[config.mk]
export PLATFORM = sky130hd
export DESIGN_NAME = ts_pcr_block_extractor_flat
export DESIGN_NICKNAME = d
export VERILOG_FILES = /design/src/hdl/tpcr_pkg.sv /design/src/hdl/tpcr_if.sv /design/src/hdl/tpcr_parser.sv /design/src/hdl/tpcr_pcr_calc.sv /design/src/hdl/tpcr_tracker.sv /design/src/hdl/ts_pcr_block_extractor.sv /design/src/flat_wrapper.sv
export SDC_FILE = /design/constraint.sdc
export NUM_CORES = 1
export LEC_CHECK = 0
export BUFFER_PORTS_ARGS = -buffer_cell sky130_fd_sc_hd__buf_4
export CORE_UTILIZATION = 55
export CTS_CLUSTER_SIZE = 14
export DETAILED_ROUTE_END_ITERATION = 16
export GPL_ROUTABILITY_DRIVEN = 0
export GPL_TIMING_DRIVEN = 1
export PLACE_DENSITY_LB_ADDON = 0.08
export SETUP_SLACK_MARGIN = 0.05
export SLEW_MARGIN = 15
export SYNTH_ARGS = -nofsm -noshare
export SYNTH_HDL_FRONTEND = slang
export SYNTH_HIERARCHICAL = 1
export SYNTH_SLANG_ARGS = --single-unit
[constraint.sdc]
create_clock -name clk -period 5.95 [get_ports clk]
set_input_delay 0.595 -clock clk [delete_from_list [all_inputs] [get_ports clk]]
set_output_delay 0.595 -clock clk [all_outputs]
set_load 0.03 [all_outputs]
[src/hdl/tpcr_pkg.sv]
package tpcr_pkg;

  // Stream framing
  localparam logic [7:0] SYNC_BYTE     = 8'h47;
  localparam logic [7:0] STAMP_LEN     = 8'd4;
  localparam logic [7:0] LAST_POS_TS   = 8'd187;
  localparam logic [7:0] LAST_POS_M2TS = 8'd191;

  // Header flag masks
  localparam logic [7:0] AF_PRESENT_MASK = 8'h20;
  localparam logic [7:0] PCR_FLAG_MASK   = 8'h10;
  localparam logic [7:0] RAI_FLAG_MASK   = 8'h40;

  // PCR arithmetic: base * 300 + ext, in 27 MHz ticks
  localparam int unsigned PCR_W     = 42;
  localparam logic [8:0]  PCR_SCALE = 9'd300;

  // 250 ms at 27 MHz
  localparam logic [PCR_W-1:0] MAX_TICKS_RESET = 42'd6750000;

  localparam int unsigned        BLK_W   = 20;
  localparam logic [BLK_W-1:0]   BLK_MAX = 20'hFFFFF;

  localparam int unsigned COUNT_WIDTH_DEFAULT = 20;

  // Register map: index is paddr[3]
  localparam logic REG_PACKET_FORMAT   = 1'b0;
  localparam logic REG_MAX_BLOCK_TICKS = 1'b1;

  typedef struct packed {
    logic             packet_format;
    logic [PCR_W-1:0] max_block_ticks;
  } cfg_t;

  // One finished packet, as captured by the parser
  typedef struct packed {
    logic        sync_bad;
    logic [31:0] arrival;
    logic        pcr_here;
    logic [32:0] prog_base;
    logic [8:0]  pcr_ext;
  } pkt_rec_t;

  // Packet with the PCR already scaled to ticks
  typedef struct packed {
    logic             sync_bad;
    logic [31:0]      arrival;
    logic             pcr_here;
    logic [PCR_W-1:0] pcr;
  } blk_rec_t;

endpackage

[src/hdl/tpcr_if.sv]
interface tpcr_byte_if;
  logic       valid;
  logic       ready;
  logic [7:0] data_byte;

  modport source (output valid, output data_byte, input ready);
  modport sink   (input valid, input data_byte, output ready);
endinterface

interface tpcr_result_if;
  logic        valid;
  logic        ready;
  logic        sync_error;
  logic [31:0] arrival_time;
  logic        has_pcr;
  logic        first_pcr;
  logic [41:0] pcr_value;
  logic [41:0] delta_ticks;
  logic [19:0] block_packets;
  logic        block_ok;

  modport source (output valid, output sync_error, output arrival_time, output has_pcr,
                  output first_pcr, output pcr_value, output delta_ticks,
                  output block_packets, output block_ok, input ready);
  modport sink   (input valid, input sync_error, input arrival_time, input has_pcr,
                  input first_pcr, input pcr_value, input delta_ticks,
                  input block_packets, input block_ok, output ready);
endinterface

[src/hdl/tpcr_parser.sv]
module tpcr_parser
  import tpcr_pkg::*;
(
  input  logic         clk,
  input  logic         rst,
  input  cfg_t         cfg,
  tpcr_byte_if.sink    stream,
  output logic         rec_valid,
  input  logic         rec_ready,
  output pkt_rec_t     rec
);

  logic [7:0]  byte_position;
  logic [23:0] header_flags;
  logic [47:0] pcr_bytes;
  logic [31:0] stamp_bytes;
  logic        sync_seen_bad;

  logic [7:0]  byte_position_next;
  logic [23:0] header_flags_next;
  logic [47:0] pcr_bytes_next;
  logic [31:0] stamp_bytes_next;
  logic        sync_seen_bad_next;

  logic [7:0]  last_pos;
  logic [7:0]  ts_pos;
  logic        in_stamp;
  logic        is_last;
  logic        take;
  logic        pcr_here;

  always_comb begin
    last_pos = cfg.packet_format ? LAST_POS_M2TS : LAST_POS_TS;
    in_stamp = cfg.packet_format && (byte_position < STAMP_LEN);
    ts_pos   = cfg.packet_format ? (byte_position - STAMP_LEN) : byte_position;
    is_last  = (byte_position >= last_pos);

    stamp_bytes_next   = stamp_bytes;
    sync_seen_bad_next = sync_seen_bad;
    header_flags_next  = header_flags;
    pcr_bytes_next     = pcr_bytes;
    if (in_stamp) begin
      stamp_bytes_next = {stamp_bytes[23:0], stream.data_byte};
    end else if (ts_pos == 8'd0) begin
      sync_seen_bad_next = (stream.data_byte != SYNC_BYTE);
    end else if (ts_pos >= 8'd3 && ts_pos <= 8'd5) begin
      header_flags_next = {header_flags[15:0], stream.data_byte};
    end else if (ts_pos >= 8'd6 && ts_pos <= 8'd11) begin
      pcr_bytes_next = {pcr_bytes[39:0], stream.data_byte};
    end

    byte_position_next = is_last ? 8'd0 : byte_position + 8'd1;

    // adaptation field present, nonzero length, PCR flag, no random access
    pcr_here = ((header_flags_next[23:16] & AF_PRESENT_MASK) != 8'd0)
            && (header_flags_next[15:8] != 8'd0)
            && ((header_flags_next[7:0] & PCR_FLAG_MASK) != 8'd0)
            && ((header_flags_next[7:0] & RAI_FLAG_MASK) == 8'd0);
  end

  // Hold the stream only on a packet end that cannot hand its record on
  assign stream.ready = !is_last || !rec_valid || rec_ready;
  assign take         = stream.valid && stream.ready;

  always_ff @(posedge clk) begin
    if (rst) begin
      byte_position <= 8'd0;
      header_flags  <= 24'd0;
      pcr_bytes     <= 48'd0;
      stamp_bytes   <= 32'd0;
      sync_seen_bad <= 1'b0;
    end else if (take) begin
      byte_position <= byte_position_next;
      header_flags  <= header_flags_next;
      pcr_bytes     <= pcr_bytes_next;
      stamp_bytes   <= stamp_bytes_next;
      sync_seen_bad <= sync_seen_bad_next;
    end
  end

  always_ff @(posedge clk) begin
    if (rst) begin
      rec_valid <= 1'b0;
    end else if (take && is_last) begin
      rec_valid <= 1'b1;
    end else if (rec_ready) begin
      rec_valid <= 1'b0;
    end
  end

  always_ff @(posedge clk) begin
    if (take && is_last) begin
      rec.sync_bad  <= sync_seen_bad_next;
      rec.arrival   <= cfg.packet_format ? stamp_bytes_next : 32'd0;
      rec.pcr_here  <= pcr_here;
      rec.prog_base <= pcr_bytes_next[47:15];
      rec.pcr_ext   <= pcr_bytes_next[8:0];
    end
  end

  a_pos_range: assert property (@(posedge clk) disable iff (rst)
    byte_position <= LAST_POS_M2TS)
    else $error("byte position past the end of an M2TS packet");

  a_last_gives_record: assert property (@(posedge clk) disable iff (rst)
    (take && is_last) |=> (rec_valid && byte_position == 8'd0))
    else $error("packet end did not produce a record");

endmodule

[src/hdl/tpcr_pcr_calc.sv]
module tpcr_pcr_calc
  import tpcr_pkg::*;
(
  input  logic     clk,
  input  logic     rst,
  input  logic     rec_valid,
  output logic     rec_ready,
  input  pkt_rec_t rec,
  output logic     blk_valid,
  input  logic     blk_ready,
  output blk_rec_t blk
);

  logic [PCR_W-1:0] pcr_ticks;

  // base * 300 + ext; the largest value still fits in 42 bits
  assign pcr_ticks = PCR_W'(rec.prog_base) * PCR_W'(PCR_SCALE) + PCR_W'(rec.pcr_ext);
  assign rec_ready = !blk_valid || blk_ready;

  always_ff @(posedge clk) begin
    if (rst) begin
      blk_valid <= 1'b0;
    end else if (rec_ready) begin
      blk_valid <= rec_valid;
    end
  end

  always_ff @(posedge clk) begin
    if (rec_valid && rec_ready) begin
      blk.sync_bad <= rec.sync_bad;
      blk.arrival  <= rec.arrival;
      blk.pcr_here <= rec.pcr_here;
      blk.pcr      <= rec.pcr_here ? pcr_ticks : '0;
    end
  end

endmodule

[src/hdl/tpcr_tracker.sv]
module tpcr_tracker
  import tpcr_pkg::*;
#(
  parameter int unsigned COUNT_WIDTH = COUNT_WIDTH_DEFAULT
) (
  input  logic          clk,
  input  logic          rst,
  input  cfg_t          cfg,
  input  logic          blk_valid,
  output logic          blk_ready,
  input  blk_rec_t      blk,
  tpcr_result_if.source result
);

  localparam int unsigned CMP_W = (COUNT_WIDTH > BLK_W) ? COUNT_WIDTH : BLK_W;

  logic [PCR_W-1:0]       last_pcr;
  logic                   have_pcr;
  logic [COUNT_WIDTH-1:0] packet_count;

  logic [COUNT_WIDTH-1:0] count_inc;
  logic [CMP_W-1:0]       count_wide;
  logic [BLK_W-1:0]       blk_packets;
  logic [PCR_W-1:0]       delta;
  logic                   first;
  logic                   load;

  always_comb begin
    count_inc   = (packet_count == '1) ? packet_count : packet_count + COUNT_WIDTH'(1);
    count_wide  = CMP_W'(count_inc);
    blk_packets = (count_wide > CMP_W'(BLK_MAX)) ? BLK_MAX : BLK_W'(count_wide);
    first       = !have_pcr;
    delta       = first ? '0 : blk.pcr - last_pcr;
  end

  assign blk_ready = !result.valid || result.ready;
  assign load      = blk_valid && blk_ready;

  always_ff @(posedge clk) begin
    if (rst) begin
      last_pcr     <= '0;
      have_pcr     <= 1'b0;
      packet_count <= '0;
    end else if (load) begin
      if (blk.pcr_here) begin
        last_pcr     <= blk.pcr;
        have_pcr     <= 1'b1;
        packet_count <= '0;
      end else begin
        packet_count <= count_inc;
      end
    end
  end

  always_ff @(posedge clk) begin
    if (rst) begin
      result.valid <= 1'b0;
    end else if (blk_ready) begin
      result.valid <= blk_valid;
    end
  end

  always_ff @(posedge clk) begin
    if (load) begin
      result.sync_error    <= blk.sync_bad;
      result.arrival_time  <= blk.arrival;
      result.has_pcr       <= blk.pcr_here;
      result.first_pcr     <= blk.pcr_here && first;
      result.pcr_value     <= blk.pcr;
      result.delta_ticks   <= blk.pcr_here ? delta : '0;
      result.block_packets <= blk.pcr_here ? blk_packets : '0;
      result.block_ok      <= blk.pcr_here && !first && (delta <= cfg.max_block_ticks);
    end
  end

  a_first_not_ok: assert property (@(posedge clk) disable iff (rst)
    result.valid |-> !(result.first_pcr && result.block_ok))
    else $error("first PCR flagged as a valid block");

  a_no_pcr_zero: assert property (@(posedge clk) disable iff (rst)
    (result.valid && !result.has_pcr) |->
      (result.pcr_value == '0 && result.block_packets == '0 && !result.first_pcr))
    else $error("PCR fields set on a packet without PCR");

  a_count_cleared: assert property (@(posedge clk) disable iff (rst)
    (load && blk.pcr_here) |=> (packet_count == '0 && have_pcr))
    else $error("block state not restarted after a PCR packet");

endmodule

[src/hdl/ts_pcr_block_extractor.sv]
// Transport stream PCR block extractor: one byte per clock in, one result per packet out.
// Throughput: one byte transfer every cycle; results never stall the byte side except on
//   a packet's last byte while three finished packets are still held downstream.
// Result path: after the transfer of a packet's last byte, the result is registered in the
//   parser record register, the PCR scaling register and the result register, in that order.
// Reset (rst, synchronous): packet position, PCR history and counters clear; registers
//   return to 188-byte TS format and a 6750000-tick block limit. No clearing pass.
module ts_pcr_block_extractor
  import tpcr_pkg::*;
#(
  parameter int unsigned COUNT_WIDTH = COUNT_WIDTH_DEFAULT
) (
  input  logic          clk,
  input  logic          rst,
  tpcr_byte_if.sink     stream,
  tpcr_result_if.source result,
  input  logic          psel,
  input  logic          penable,
  input  logic          pwrite,
  input  logic [3:0]    paddr,
  input  logic [63:0]   pwdata,
  output logic [63:0]   prdata,
  output logic          pready
);

  cfg_t     cfg;
  logic     cfg_write;

  logic     rec_valid;
  logic     rec_ready;
  pkt_rec_t rec;

  logic     blk_valid;
  logic     blk_ready;
  blk_rec_t blk;

  // ---------------------------------------------------------------------------
  // Configuration registers. Register index is paddr[3] (8-byte spacing); the
  // low address bits are ignored. Writes land in the access phase.
  // ---------------------------------------------------------------------------
  assign pready    = 1'b1;
  assign cfg_write = psel && penable && pwrite && pready;

  always_ff @(posedge clk) begin
    if (rst) begin
      cfg.packet_format   <= 1'b0;
      cfg.max_block_ticks <= MAX_TICKS_RESET;
    end else if (cfg_write) begin
      unique case (paddr[3])
        REG_PACKET_FORMAT:   cfg.packet_format   <= pwdata[0];
        REG_MAX_BLOCK_TICKS: cfg.max_block_ticks <= pwdata[PCR_W-1:0];
        default: ;
      endcase
    end
  end

  always_comb begin
    unique case (paddr[3])
      REG_PACKET_FORMAT:   prdata = {63'd0, cfg.packet_format};
      REG_MAX_BLOCK_TICKS: prdata = {{(64-PCR_W){1'b0}}, cfg.max_block_ticks};
      default:             prdata = '0;
    endcase
  end

  // ---------------------------------------------------------------------------
  // Stage 1: track the byte position, capture the timestamp, sync byte,
  // header flags and PCR bytes; hand off one record at each packet end.
  // ---------------------------------------------------------------------------
  tpcr_parser u_parser (
    .clk       (clk),
    .rst       (rst),
    .cfg       (cfg),
    .stream    (stream),
    .rec_valid (rec_valid),
    .rec_ready (rec_ready),
    .rec       (rec)
  );

  // ---------------------------------------------------------------------------
  // Stage 2: scale the PCR base to 27 MHz ticks (constant multiply by 300).
  // ---------------------------------------------------------------------------
  tpcr_pcr_calc u_pcr_calc (
    .clk       (clk),
    .rst       (rst),
    .rec_valid (rec_valid),
    .rec_ready (rec_ready),
    .rec       (rec),
    .blk_valid (blk_valid),
    .blk_ready (blk_ready),
    .blk       (blk)
  );

  // ---------------------------------------------------------------------------
  // Stage 3: delta to the previous PCR, limit check, saturating packet count;
  // the result register here also decouples the output side.
  // ---------------------------------------------------------------------------
  tpcr_tracker #(
    .COUNT_WIDTH (COUNT_WIDTH)
  ) u_tracker (
    .clk       (clk),
    .rst       (rst),
    .cfg       (cfg),
    .blk_valid (blk_valid),
    .blk_ready (blk_ready),
    .blk       (blk),
    .result    (result)
  );

endmodule

[src/flat_wrapper.sv]
// flat-port wrapper written by rule: the top's interface ports become plain ports
module ts_pcr_block_extractor_flat import tpcr_pkg::*;
#(
  parameter int unsigned COUNT_WIDTH = COUNT_WIDTH_DEFAULT
)
  (clk, rst, psel, penable, pwrite, paddr, pwdata, prdata, pready, stream_valid, stream_data_byte, stream_ready, result_valid, result_sync_error, result_arrival_time, result_has_pcr, result_first_pcr, result_pcr_value, result_delta_ticks, result_block_packets, result_block_ok, result_ready);
  tpcr_byte_if stream_i ();
  tpcr_result_if result_i ();
  input  logic clk;
  input  logic rst;
  input  logic psel;
  input  logic penable;
  input  logic pwrite;
  input  logic [3:0] paddr;
  input  logic [63:0] pwdata;
  output logic [63:0] prdata;
  output logic pready;
  input wire logic [$bits(stream_i.valid)-1:0] stream_valid;
  input wire logic [$bits(stream_i.data_byte)-1:0] stream_data_byte;
  output wire logic [$bits(stream_i.ready)-1:0] stream_ready;
  output wire logic [$bits(result_i.valid)-1:0] result_valid;
  output wire logic [$bits(result_i.sync_error)-1:0] result_sync_error;
  output wire logic [$bits(result_i.arrival_time)-1:0] result_arrival_time;
  output wire logic [$bits(result_i.has_pcr)-1:0] result_has_pcr;
  output wire logic [$bits(result_i.first_pcr)-1:0] result_first_pcr;
  output wire logic [$bits(result_i.pcr_value)-1:0] result_pcr_value;
  output wire logic [$bits(result_i.delta_ticks)-1:0] result_delta_ticks;
  output wire logic [$bits(result_i.block_packets)-1:0] result_block_packets;
  output wire logic [$bits(result_i.block_ok)-1:0] result_block_ok;
  input wire logic [$bits(result_i.ready)-1:0] result_ready;
  assign stream_i.valid = stream_valid;
  assign stream_i.data_byte = stream_data_byte;
  assign stream_ready = stream_i.ready;
  assign result_valid = result_i.valid;
  assign result_sync_error = result_i.sync_error;
  assign result_arrival_time = result_i.arrival_time;
  assign result_has_pcr = result_i.has_pcr;
  assign result_first_pcr = result_i.first_pcr;
  assign result_pcr_value = result_i.pcr_value;
  assign result_delta_ticks = result_i.delta_ticks;
  assign result_block_packets = result_i.block_packets;
  assign result_block_ok = result_i.block_ok;
  assign result_i.ready = result_ready;
  ts_pcr_block_extractor #(.COUNT_WIDTH(COUNT_WIDTH)) u_core (.clk(clk), .rst(rst), .stream(stream_i), .result(result_i), .psel(psel), .penable(penable), .pwrite(pwrite), .paddr(paddr), .pwdata(pwdata), .prdata(prdata), .pready(pready));
endmodule
---- Word-level counts from Yosys, hierarchy flattened ----
Cells that the tools add are included.
storage, ports and cells
  bits in registers ....................... 512
  latch bits .............................. 0
  bits in writable memories ............... 0
  bits in read-only memories .............. 0
  logic and storage cells ................. 105
  memories ................................ 0
cells by class
  $add $sub $neg .......................... 5
  multipliers ............................. 1
  div/mod/pow operators ................... 0
  $lt $le $gt $ge ......................... 8
  eq/ne operators ......................... 2
  shift operators ......................... 0
  mux-type cells .......................... 20
  bitwise gates (word level) .............. 4
  reduce and logical (&&, ||, !) cells .... 33
operator list
  operator                                                            number
  two-way mux 48 bit                                                  4
  one-hot mux 64 bit (2 select lines)                                 1
  two-way mux 22 bit                                                  3
  two-way mux 20 bit                                                  3
  adder 42 x 9 -> 42 bit                                              1
  less-or-equal comparator 42 bit                                     1
  two-way mux 42 bit                                                  1
  subtractor 42 bit                                                   1
  multiplier 33 x 7 -> 40 bit (second input constant)                 1
  two-way mux 32 bit                                                  1
  adder 20 x 1 -> 20 bit (second input constant)                      1
  == test 20 bit (second input constant)                              1
  greater-than comparator 20 bit (second input constant)              1
  zero test 8 bit                                                     2
  two-way mux 8 bit                                                   2
  logical AND 1 bit                                                   15
  adder 8 x 1 -> 8 bit (second input constant)                        1
  greater-or-equal comparator 8 x 2 -> 1 bit (second input constant)  1
  greater-or-equal comparator 8 x 3 -> 1 bit (second input constant)  1
  greater-or-equal comparator 8 bit                                   1
  less-or-equal comparator 8 x 3 -> 1 bit (second input constant)     1
  less-or-equal comparator 8 x 4 -> 1 bit (second input constant)     1
  less-than comparator 8 x 3 -> 1 bit (second input constant)         1
  != test 8 x 7 -> 1 bit (second input constant)                      1
  other kinds (11)                                                    26

---- Logic depth before layout (Yosys ltp) ----
Gate-level depths: netlist of the first run.
  word-level depth ........................ 11
  mapped depth ............................ 19

---- Cells and area by module ----
The synthesis of the first run kept the hierarchy.
by module, submodules not included
  module                  times used  cells an instance  area each (sq um)
  tpcr_tracker            1           1198               11601.1
  tpcr_pcr_calc           1           912                8650.8
  tpcr_parser             1           674                7723.7
  ts_pcr_block_extractor  1           258                2361.0

---- Worst setup path after synthesis of the first run ----
No wires, ideal clock.
  path kind ............................... register -> register
  start point ............................. reg u_core/cfg[42] (netlist name)
  end point ............................... reg u_core/u_parser/rec[0] (netlist name)
  arrival ................................. 5.231 ns
  data required time ...................... 5.438 ns
  path slack .............................. 0.207 ns
  cell stages (with the launch flop) ...... 9
  path buffers ............................ 2
  period minus slack after synthesis ...... 5.743 ns
  path through ............................ dfxtp_1 inv_1 clkbuf_1 ha_1 a21o_1 a21oi_2 o21ai_1 clkbuf_1 nor2_1
between the ends
  longest elaborated chain between the ends .. 7
RTL lines
  what                                 RTL line           text
  two-way mux 3 bit *                  tpcr_parser.sv:33  last_pos = cfg.packet_format ? LAST_POS_M2TS : LAST_POS_TS;
  greater-or-equal comparator 8 bit *  tpcr_parser.sv:36  is_last = (byte_position >= last_pos);
  zero test 1 bit                      tpcr_parser.sv:62  assign stream.ready = !is_last || !rec_valid || rec_ready;
  logical OR 1 bit (2 in series)       tpcr_parser.sv:62
  logical AND 1 bit                    tpcr_parser.sv:63  assign take = stream.valid && stream.ready;
  logical AND 1 bit *                  tpcr_parser.sv:92  if (take && is_last) begin
Mark *: on every way between the ends. The rest lies on a longest branch, timed or not.
A chain may end at the register's enable or synchronous reset.

---- Worst setup path in the final report of the first run ----
  start point ............................. reg u_core/u_parser/rec[25] (netlist name)
  end point ............................... reg u_core/u_pcr_calc/blk[39] (netlist name)
between the ends
  longest elaborated chain between the ends .. 2
RTL lines
  what                         RTL line             text
  multiplier 33 x 7 -> 40 bit  tpcr_pcr_calc.sv:17  assign pcr_ticks = PCR_W'(rec.prog_base) * PCR_W'(PCR_SCALE) + PCR_W'(rec.pcr_ext);
  adder 42 x 9 -> 42 bit       tpcr_pcr_calc.sv:17
No other way between the ends.

==> results of run 1 <==
power breakdown:
group	leakage, nW	total [mW]	internal [mW]	switching, mW
logic	8.29	0.217	0.0862	0.131
registers	4.36	3.69	3.68	0.00790
clock network	0.872	3.35	1.95	1.40
per-stage QoR:
| step | hold WS, ns | utilization | power, mW | instances | worst slack [ns] |
|---|---|---|---|---|---|
| floorplan | 0.400 | - | 3.92 | 3063 | 0.207 |
| global placement | 0.401 | 0.598 | 3.97 | 3856 | 0.414 |
| detailed placement | 0.405 | 0.598 | 3.98 | 3856 | 0.336 |
| CTS | 0.190 | 0.631 | 7.33 | 3956 | 0.282 |
| global route | 0.211 | 0.632 | 7.49 | 3956 | 0.0503 |
| finish | 0.229 | 0.632 | 7.25 | 3957 | 0.331 |
synth_stat cells (all sizes together) (55+ instances only):
library cell	count	area, sq um
o21ai	90	454
inv	265	995
nor2	193	734
xnor2	67	587
dfxtp	215	4300
nor3	55	290
nand2	273	1020
fa	59	1180
buf	77	567
ha	211	2640
a21oi	236	1210
and2	99	621
clkbuf	88	332
edfxtp	292	8770
nand2b	136	851
mux2i	145	1450
cell type report:
cell class,instances,area share
Clock inverter,27,0.00969
Timing Repair Buffer,262,0.0580
Tap cell,696,0.0254
Multi-Input combinational cell,2126,0.453
Clock buffer,73,0.0424
Sequential cell,507,0.382
Inverter,265,0.0292
Antenna cell,1,0.0000731
logic make-up after synthesis:
kind of cell	share of synthesized area
and+or+nand+nor	0.168
AOI/OAI and AO/OA	0.119
DFF	0.431
buffers and inverters	0.0624
adders and majority gates	0.126
muxes	0.0642
xor gates and xnor gates	0.0289
other	0.000248
final timing paths:
check	endpoint	from	slack [ns]
min reg2reg	u_core/u_tracker/result.arrival_time[19]	u_core/u_pcr_calc/blk[62]	0.42
max reg2reg	u_core/u_pcr_calc/blk[39]	u_core/u_parser/rec[25]	0.33
max	u_core/u_pcr_calc/blk[39]	u_core/u_parser/rec[25]	0.33
min	u_core/cfg[18]	pwdata[18]	0.23
worst max-delay path, stage by stage, from the launching register on:
cell and delay (ns):
edfxtp_1 0.46, ha_1 0.31, ha_1 0.30, fa_1 0.54
inv_1 0.05, fa_1 0.49, inv_1 0.04, ha_1 0.44
and4_1 0.31, and2_1 0.23, a221o_1 0.36, a21oi_1 0.21
xnor2_1 0.22, nand4_1 0.21, or3_1 0.45, or4_1 0.51
xnor2_1 0.15, nor2_1 0.05
routing by layer:
metal / wire (um) / GRT usage
met5: 0 / 0
met4: 1680 / 0.0663
met3: 3250 / 0.0351
met2: 31900 / 0.400
met1: 30800 / 0.320
sequential cells by signal (all words and copies together) (netlist names), 17 cells and up:
register,flops
u_core/u_parser/header_flags,17
u_core/u_pcr_calc/blk,76
u_core/u_parser/pcr_bytes,48
u_core/u_parser/stamp_bytes,32
u_core/u_tracker/packet_count,20
u_core/u_tracker/result.delta_ticks,42
u_core/u_tracker/result.pcr_value,42
u_core/u_tracker/result.arrival_time,32
u_core/u_tracker/last_pcr,42
u_core/u_parser/rec,76
u_core/cfg,43
u_core/u_tracker/result.block_packets,20
==> impl_metrics.csv, run 1 <==
group,metric,value,unit
route,ant_nets,0,
route,vias,22006,
cts,cts_setup_buffers,0,
cts,cts.sinks,507,
route,firstDrtPassIters,7,
sta,setup_tns,0,ns
worst_setup_path,r2r_cells,17,
yosys,synth_edf_count,292,
sta,drv_slew,0,
outcome,status,"completed",
sta,fmax,178,MHz
cts,cts_htree_levels,2,
cts,cts_resized,0,
sta,max_slew_margin,0.239,
worst_setup_path,worst-path-max-fanout,12,
global_routing,antenna_found_initial,0,
global_routing,grt_max_degree,149,
route,drc_errors,0,
cts,clk_latency,0.63,ns
yosys,avgSynthCellArea,9.97,sq um
hold_path,hold_class,"in -> reg",
yosys,synth-seq-cells,507,
worst_setup_path,endpoint_kind,"flip-flop",
global_routing,grt_first_pass_wirelength,110,mm
floorplanning,die_area,56100,sq um
yosys,yosys_most_used_dff,"edfxtp_1",
yosys,syn_inst,3042,
cells_and_area,fin_nets,3568,
cells_and_area,final_common_cell,"edfxtp_1",
sta,period_share,0.944,
worst_setup_path,setup.worst_path.class,"reg -> reg",
placement,port-buffer-count,241,
floorplanning,num_rows,85,
floorplanning,core-area,54100,sq um
yosys,async_reset_ff_frac,0,
floorplanning,fp.dieW,237,um
route,avgRoutedWirePerCell,17.1,um
sta,rsz0062_at_grt,"no",
sta,worstMarginPinSlew,1.14,ns
global_routing,grt_pass1_vias,21399,
placement,hpwl,49.6,mm
route,finalWirelength,67.7,mm
worst_setup_path,critPathLaunchType,"flip-flop",
floorplanning,die_y,237,um
job,drv_cap,0,
cells_and_area,fill_cells,4448,
yosys,synth-seq-area-share,0.431,
sta,finalClockSkew,0.0515,ns
yosys,netlist_area,30300,sq um
power_and_ir_drop,power.density,212,nW/um^2
global_routing,track_usage,0.238,
cells_and_area,fin_area,34200,sq um
route,routed_via_density,5.56,
power_and_ir_drop,vdd.ir_drop.worst,0.227,mV
hold_path,hold_depth,3,
cells_and_area,seq_area,13100,sq um
cts,clockBufferDepth,3,
cells_and_area,multi_input_area,15500,sq um
power_and_ir_drop,leakagePower,13.5,nW
floorplanning,initial_core_util,0.560,
cells_and_area,mostFrequentLayoutCells,"292 x edfxtp_1, 273 x nand2_1, 264 x inv_1, 260 x buf_4, 225 x a21oi_1",
floorplanning,pin_count,290,
cts,root_buffer,"clkbuf_16",
placement,placed_cell_area,32400,sq um
sta,fin_crit,5.62,ns
yosys,ys_warn_count,6,
sta,hold_viol,0,
yosys,synth_cell_types,100,
cts,numCtsBuffers,53,
sta,finalSetupViolCount,0,
worst_setup_path,cp.required,6.25,ns
worst_setup_path,cp.arrival,5.92,ns
cells_and_area,layout-drive-gt1-share,0.142,
global_routing,grt_overflow,0,
cts,cts-hold-fix-buffers,0,
route,initialDrtViolationCount,1415,
cts,cts.clk_slew.worst_paths,0.06,ns
cells_and_area,area_growth,12.8,%
cts,cts_tree,"done",
No activity file was read; power rests on OpenSTA's default activity.
==> run 2: changes to the inputs <==
--- a/config.mk
+++ b/config.mk
@@ -5,10 +5,10 @@
 export SDC_FILE = /design/constraint.sdc
 export NUM_CORES = 1
 export LEC_CHECK = 0
-export BUFFER_PORTS_ARGS = -buffer_cell sky130_fd_sc_hd__buf_4
 export CORE_UTILIZATION = 55
 export CTS_CLUSTER_SIZE = 14
 export DETAILED_ROUTE_END_ITERATION = 16
+export DONT_BUFFER_PORTS = 1
 export GPL_ROUTABILITY_DRIVEN = 0
 export GPL_TIMING_DRIVEN = 1
 export PLACE_DENSITY_LB_ADDON = 0.08
==> impl_metrics.csv, run 2 (synthesized netlist as in run 1, its figures left out) <==
group,metric,value,unit
worst_setup_path,worstSetupStartpoint,"u_core/u_parser/rec[23]",
power_and_ir_drop,power.density,225,nW/um^2
floorplanning,die_area,56100,sq um
worst_setup_path,cpMostUsedCell,"ha_1",
hold_path,hold_depth,1,
power_and_ir_drop,swShare,0.205,
sta,drv_slew,0,
route,avgRoutedWirePerCell,17.8,um
floorplanning,core-area,54100,sq um
power_and_ir_drop,p_int,5.80,mW
placement,dp_cells,3613,
cells_and_area,layout-drive-gt1-share,0.0725,
floorplanning,num_rows,85,
floorplanning,pin_count,290,
power_and_ir_drop,switchingPower,1.49,mW
sta,finalClockSkew,0.0368,ns
worst_setup_path,endpoint_kind,"flip-flop",
cts,cts-hold-fix-buffers,0,
cts,clockBufferDepth,3,
power_and_ir_drop,fin_total_pwr,7.29,mW
cells_and_area,multi_input_area,15500,sq um
sta,fin_crit,5.61,ns
sta,fmax,178,MHz
worst_setup_path,cp.arrival,5.94,ns
hold_path,hold_class,"in -> reg",
sta,rsz0062_at_grt,"no",
worst_setup_path,r2r-end,"u_core/u_pcr_calc/blk[39]",
sta,setup_tns,0,ns
placement,placed_cell_area,30600,sq um
global_routing,grt_first_pass_wirelength,106,mm
worst_setup_path,cp.required,6.28,ns
cells_and_area,fin_area,32500,sq um
global_routing,grt_max_degree,261,
placement,port-buffer-count,0,
global_routing,track_usage,0.232,
cells_and_area,seq_area,13100,sq um
power_and_ir_drop,power_frac_seq,0.506,
route,ant_nets,0,
job,drv_cap,0,
power_and_ir_drop,power.share.clock,0.475,
global_routing,antenna_found_initial,0,
cells_and_area,area_growth,6.97,%
global_routing,grt_pass1_vias,20464,
sta,max_slew_margin,0.203,
placement,hpwl,48.4,mm
worst_setup_path,cp_cell_sequence,"ha_1 -> ha_1 -> fa_1 -> inv_1 -> fa_1 -> inv_1 -> ha_1 -> and4_1 -> and2_1 -> a221o_1 -> a21oi_1 -> xnor2_1 -> nand4_1 -> or3_4 -> or4_1 -> xnor2_1 -> nor2_1",
route,vias,21130,
cts,cts_tree,"done",
worst_setup_path,worst-path-max-fanout,12,
cts,clk_latency,0.62,ns
cts,cts.sinks,507,
sta,hold_viol,0,
route,initialDrtViolationCount,1173,
cells_and_area,instances_no_fill,3718,
cts,numCtsBuffers,55,
cells_and_area,reg.largest.list,"u_core/u_parser/rec x76, u_core/u_pcr_calc/blk x76, u_core/u_parser/pcr_bytes x48",
cells_and_area,fin_nets,3327,
cells_and_area,final_common_cell,"edfxtp_1",
worst_setup_path,worst-r2r-setup-slack,0.34,ns
cells_and_area,fill_cells,4467,
route,finalWirelength,66.1,mm
hold_path,hp-start,"rst",
worst_setup_path,r2r_cells,17,
power_and_ir_drop,pwr-share-comb,0.019,
outcome,status,"completed",
sta,whs,0.118,ns
floorplanning,initial_core_util,0.560,
hold_path,hold_end,"u_core/u_tracker/packet_count[15]",
worst_setup_path,setup.worst_path.class,"reg -> reg",
route,routed_via_density,5.68,
sta,finalSetupViolCount,0,
worst_setup_path,max_stage_delay,0.54,ns
cells_and_area,mostFrequentLayoutCells,"292 x edfxtp_1, 273 x nand2_1, 263 x inv_1, 227 x a21oi_1, 215 x dfxtp_1",
cts,cts_resized,0,
cts,cts_htree_levels,2,
cts,cts_setup_buffers,0,
sta,worstMarginPinSlew,1.19,ns
route,drc_errors,0,
worst_setup_path,critPathLaunchType,"flip-flop",
power_and_ir_drop,vdd.ir_drop.worst,0.241,mV
cts,cts.clk_slew.worst_paths,0.06,ns
worst_setup_path,slowest_stage,"fa_1",
floorplanning,fp.dieW,237,um
global_routing,grt_overflow,0,
sta,period_share,0.943,
cts,root_buffer,"clkbuf_16",
floorplanning,die_y,237,um
worst_setup_path,reg2reg_from,"u_core/u_parser/rec[23]",
route,firstDrtPassIters,6,
power_and_ir_drop,leakagePower,12.4,nW
## run 2: layout make-up
class / instances / area share
Multi-Input combinational cell: 2126 / 0.477
Antenna cell: 1 / 0.0000771
Sequential cell: 507 / 0.403
Tap cell: 696 / 0.0268
Inverter: 265 / 0.0308
Timing Repair Buffer: 19 / 0.00440
Clock inverter: 28 / 0.0106
Clock buffer: 76 / 0.0470
## run 2: metal layers
metal / vias up / track usage / routed length, um / share of wire
met5: - / 0 / 0 / 0
met4: 0 / 0.0811 / 2090 / 0.032
met3: 123 / 0.0346 / 3150 / 0.048
met2: 527 / 0.386 / 30900 / 0.47
met1: 10032 / 0.309 / 30000 / 0.45
li1: 10448 / - / - / -
## run 2: how the worst max path moves through the flow
stage | endpoint | slack, ns | cells after the start
floorplan | u_core/u_parser/rec[0] | 0.21 | 8
global placement | u_core/u_pcr_calc/blk[39] | 0.40 | 17
detailed placement | u_core/u_pcr_calc/blk[39] | 0.30 | 17
CTS | u_core/u_pcr_calc/blk[39] | 0.32 | 17
global route | u_core/u_pcr_calc/blk[39] | 0.05 | 17
finish | u_core/u_pcr_calc/blk[39] | 0.34 | 17
## run 2: power groups by stage
stage          Combinational (mW)  Clock (mW)  Sequential [mW]
4_1_cts                     0.138        3.54             3.69
6_report                    0.138        3.46             3.69
3_5_place_dp                0.138           0             3.76
5_1_grt                     0.149        3.67             3.69
2_1_floorplan               0.157           0             3.76
3_3_place_gp                0.136           0             3.76
## run 2: worst max-delay path, delay by kind of cell, from the launching register on
family	cells	cell delay [ns]
xor gates and xnor gates	2	0.37
buffers and inverters	2	0.09
adders and majority gates	5	2.12
DFF	1	0.46
AOI/OAI and AO/OA	2	0.56
and+or+nand+nor	6	1.75
## run 2: stage by stage
stage                     setup slack [ns]  utilization
after floorplan                      0.207            -
after global placement               0.399        0.565
after detailed placement             0.304        0.565
after CTS                            0.323        0.599
after global routing                0.0505        0.599
final                                0.342        0.599
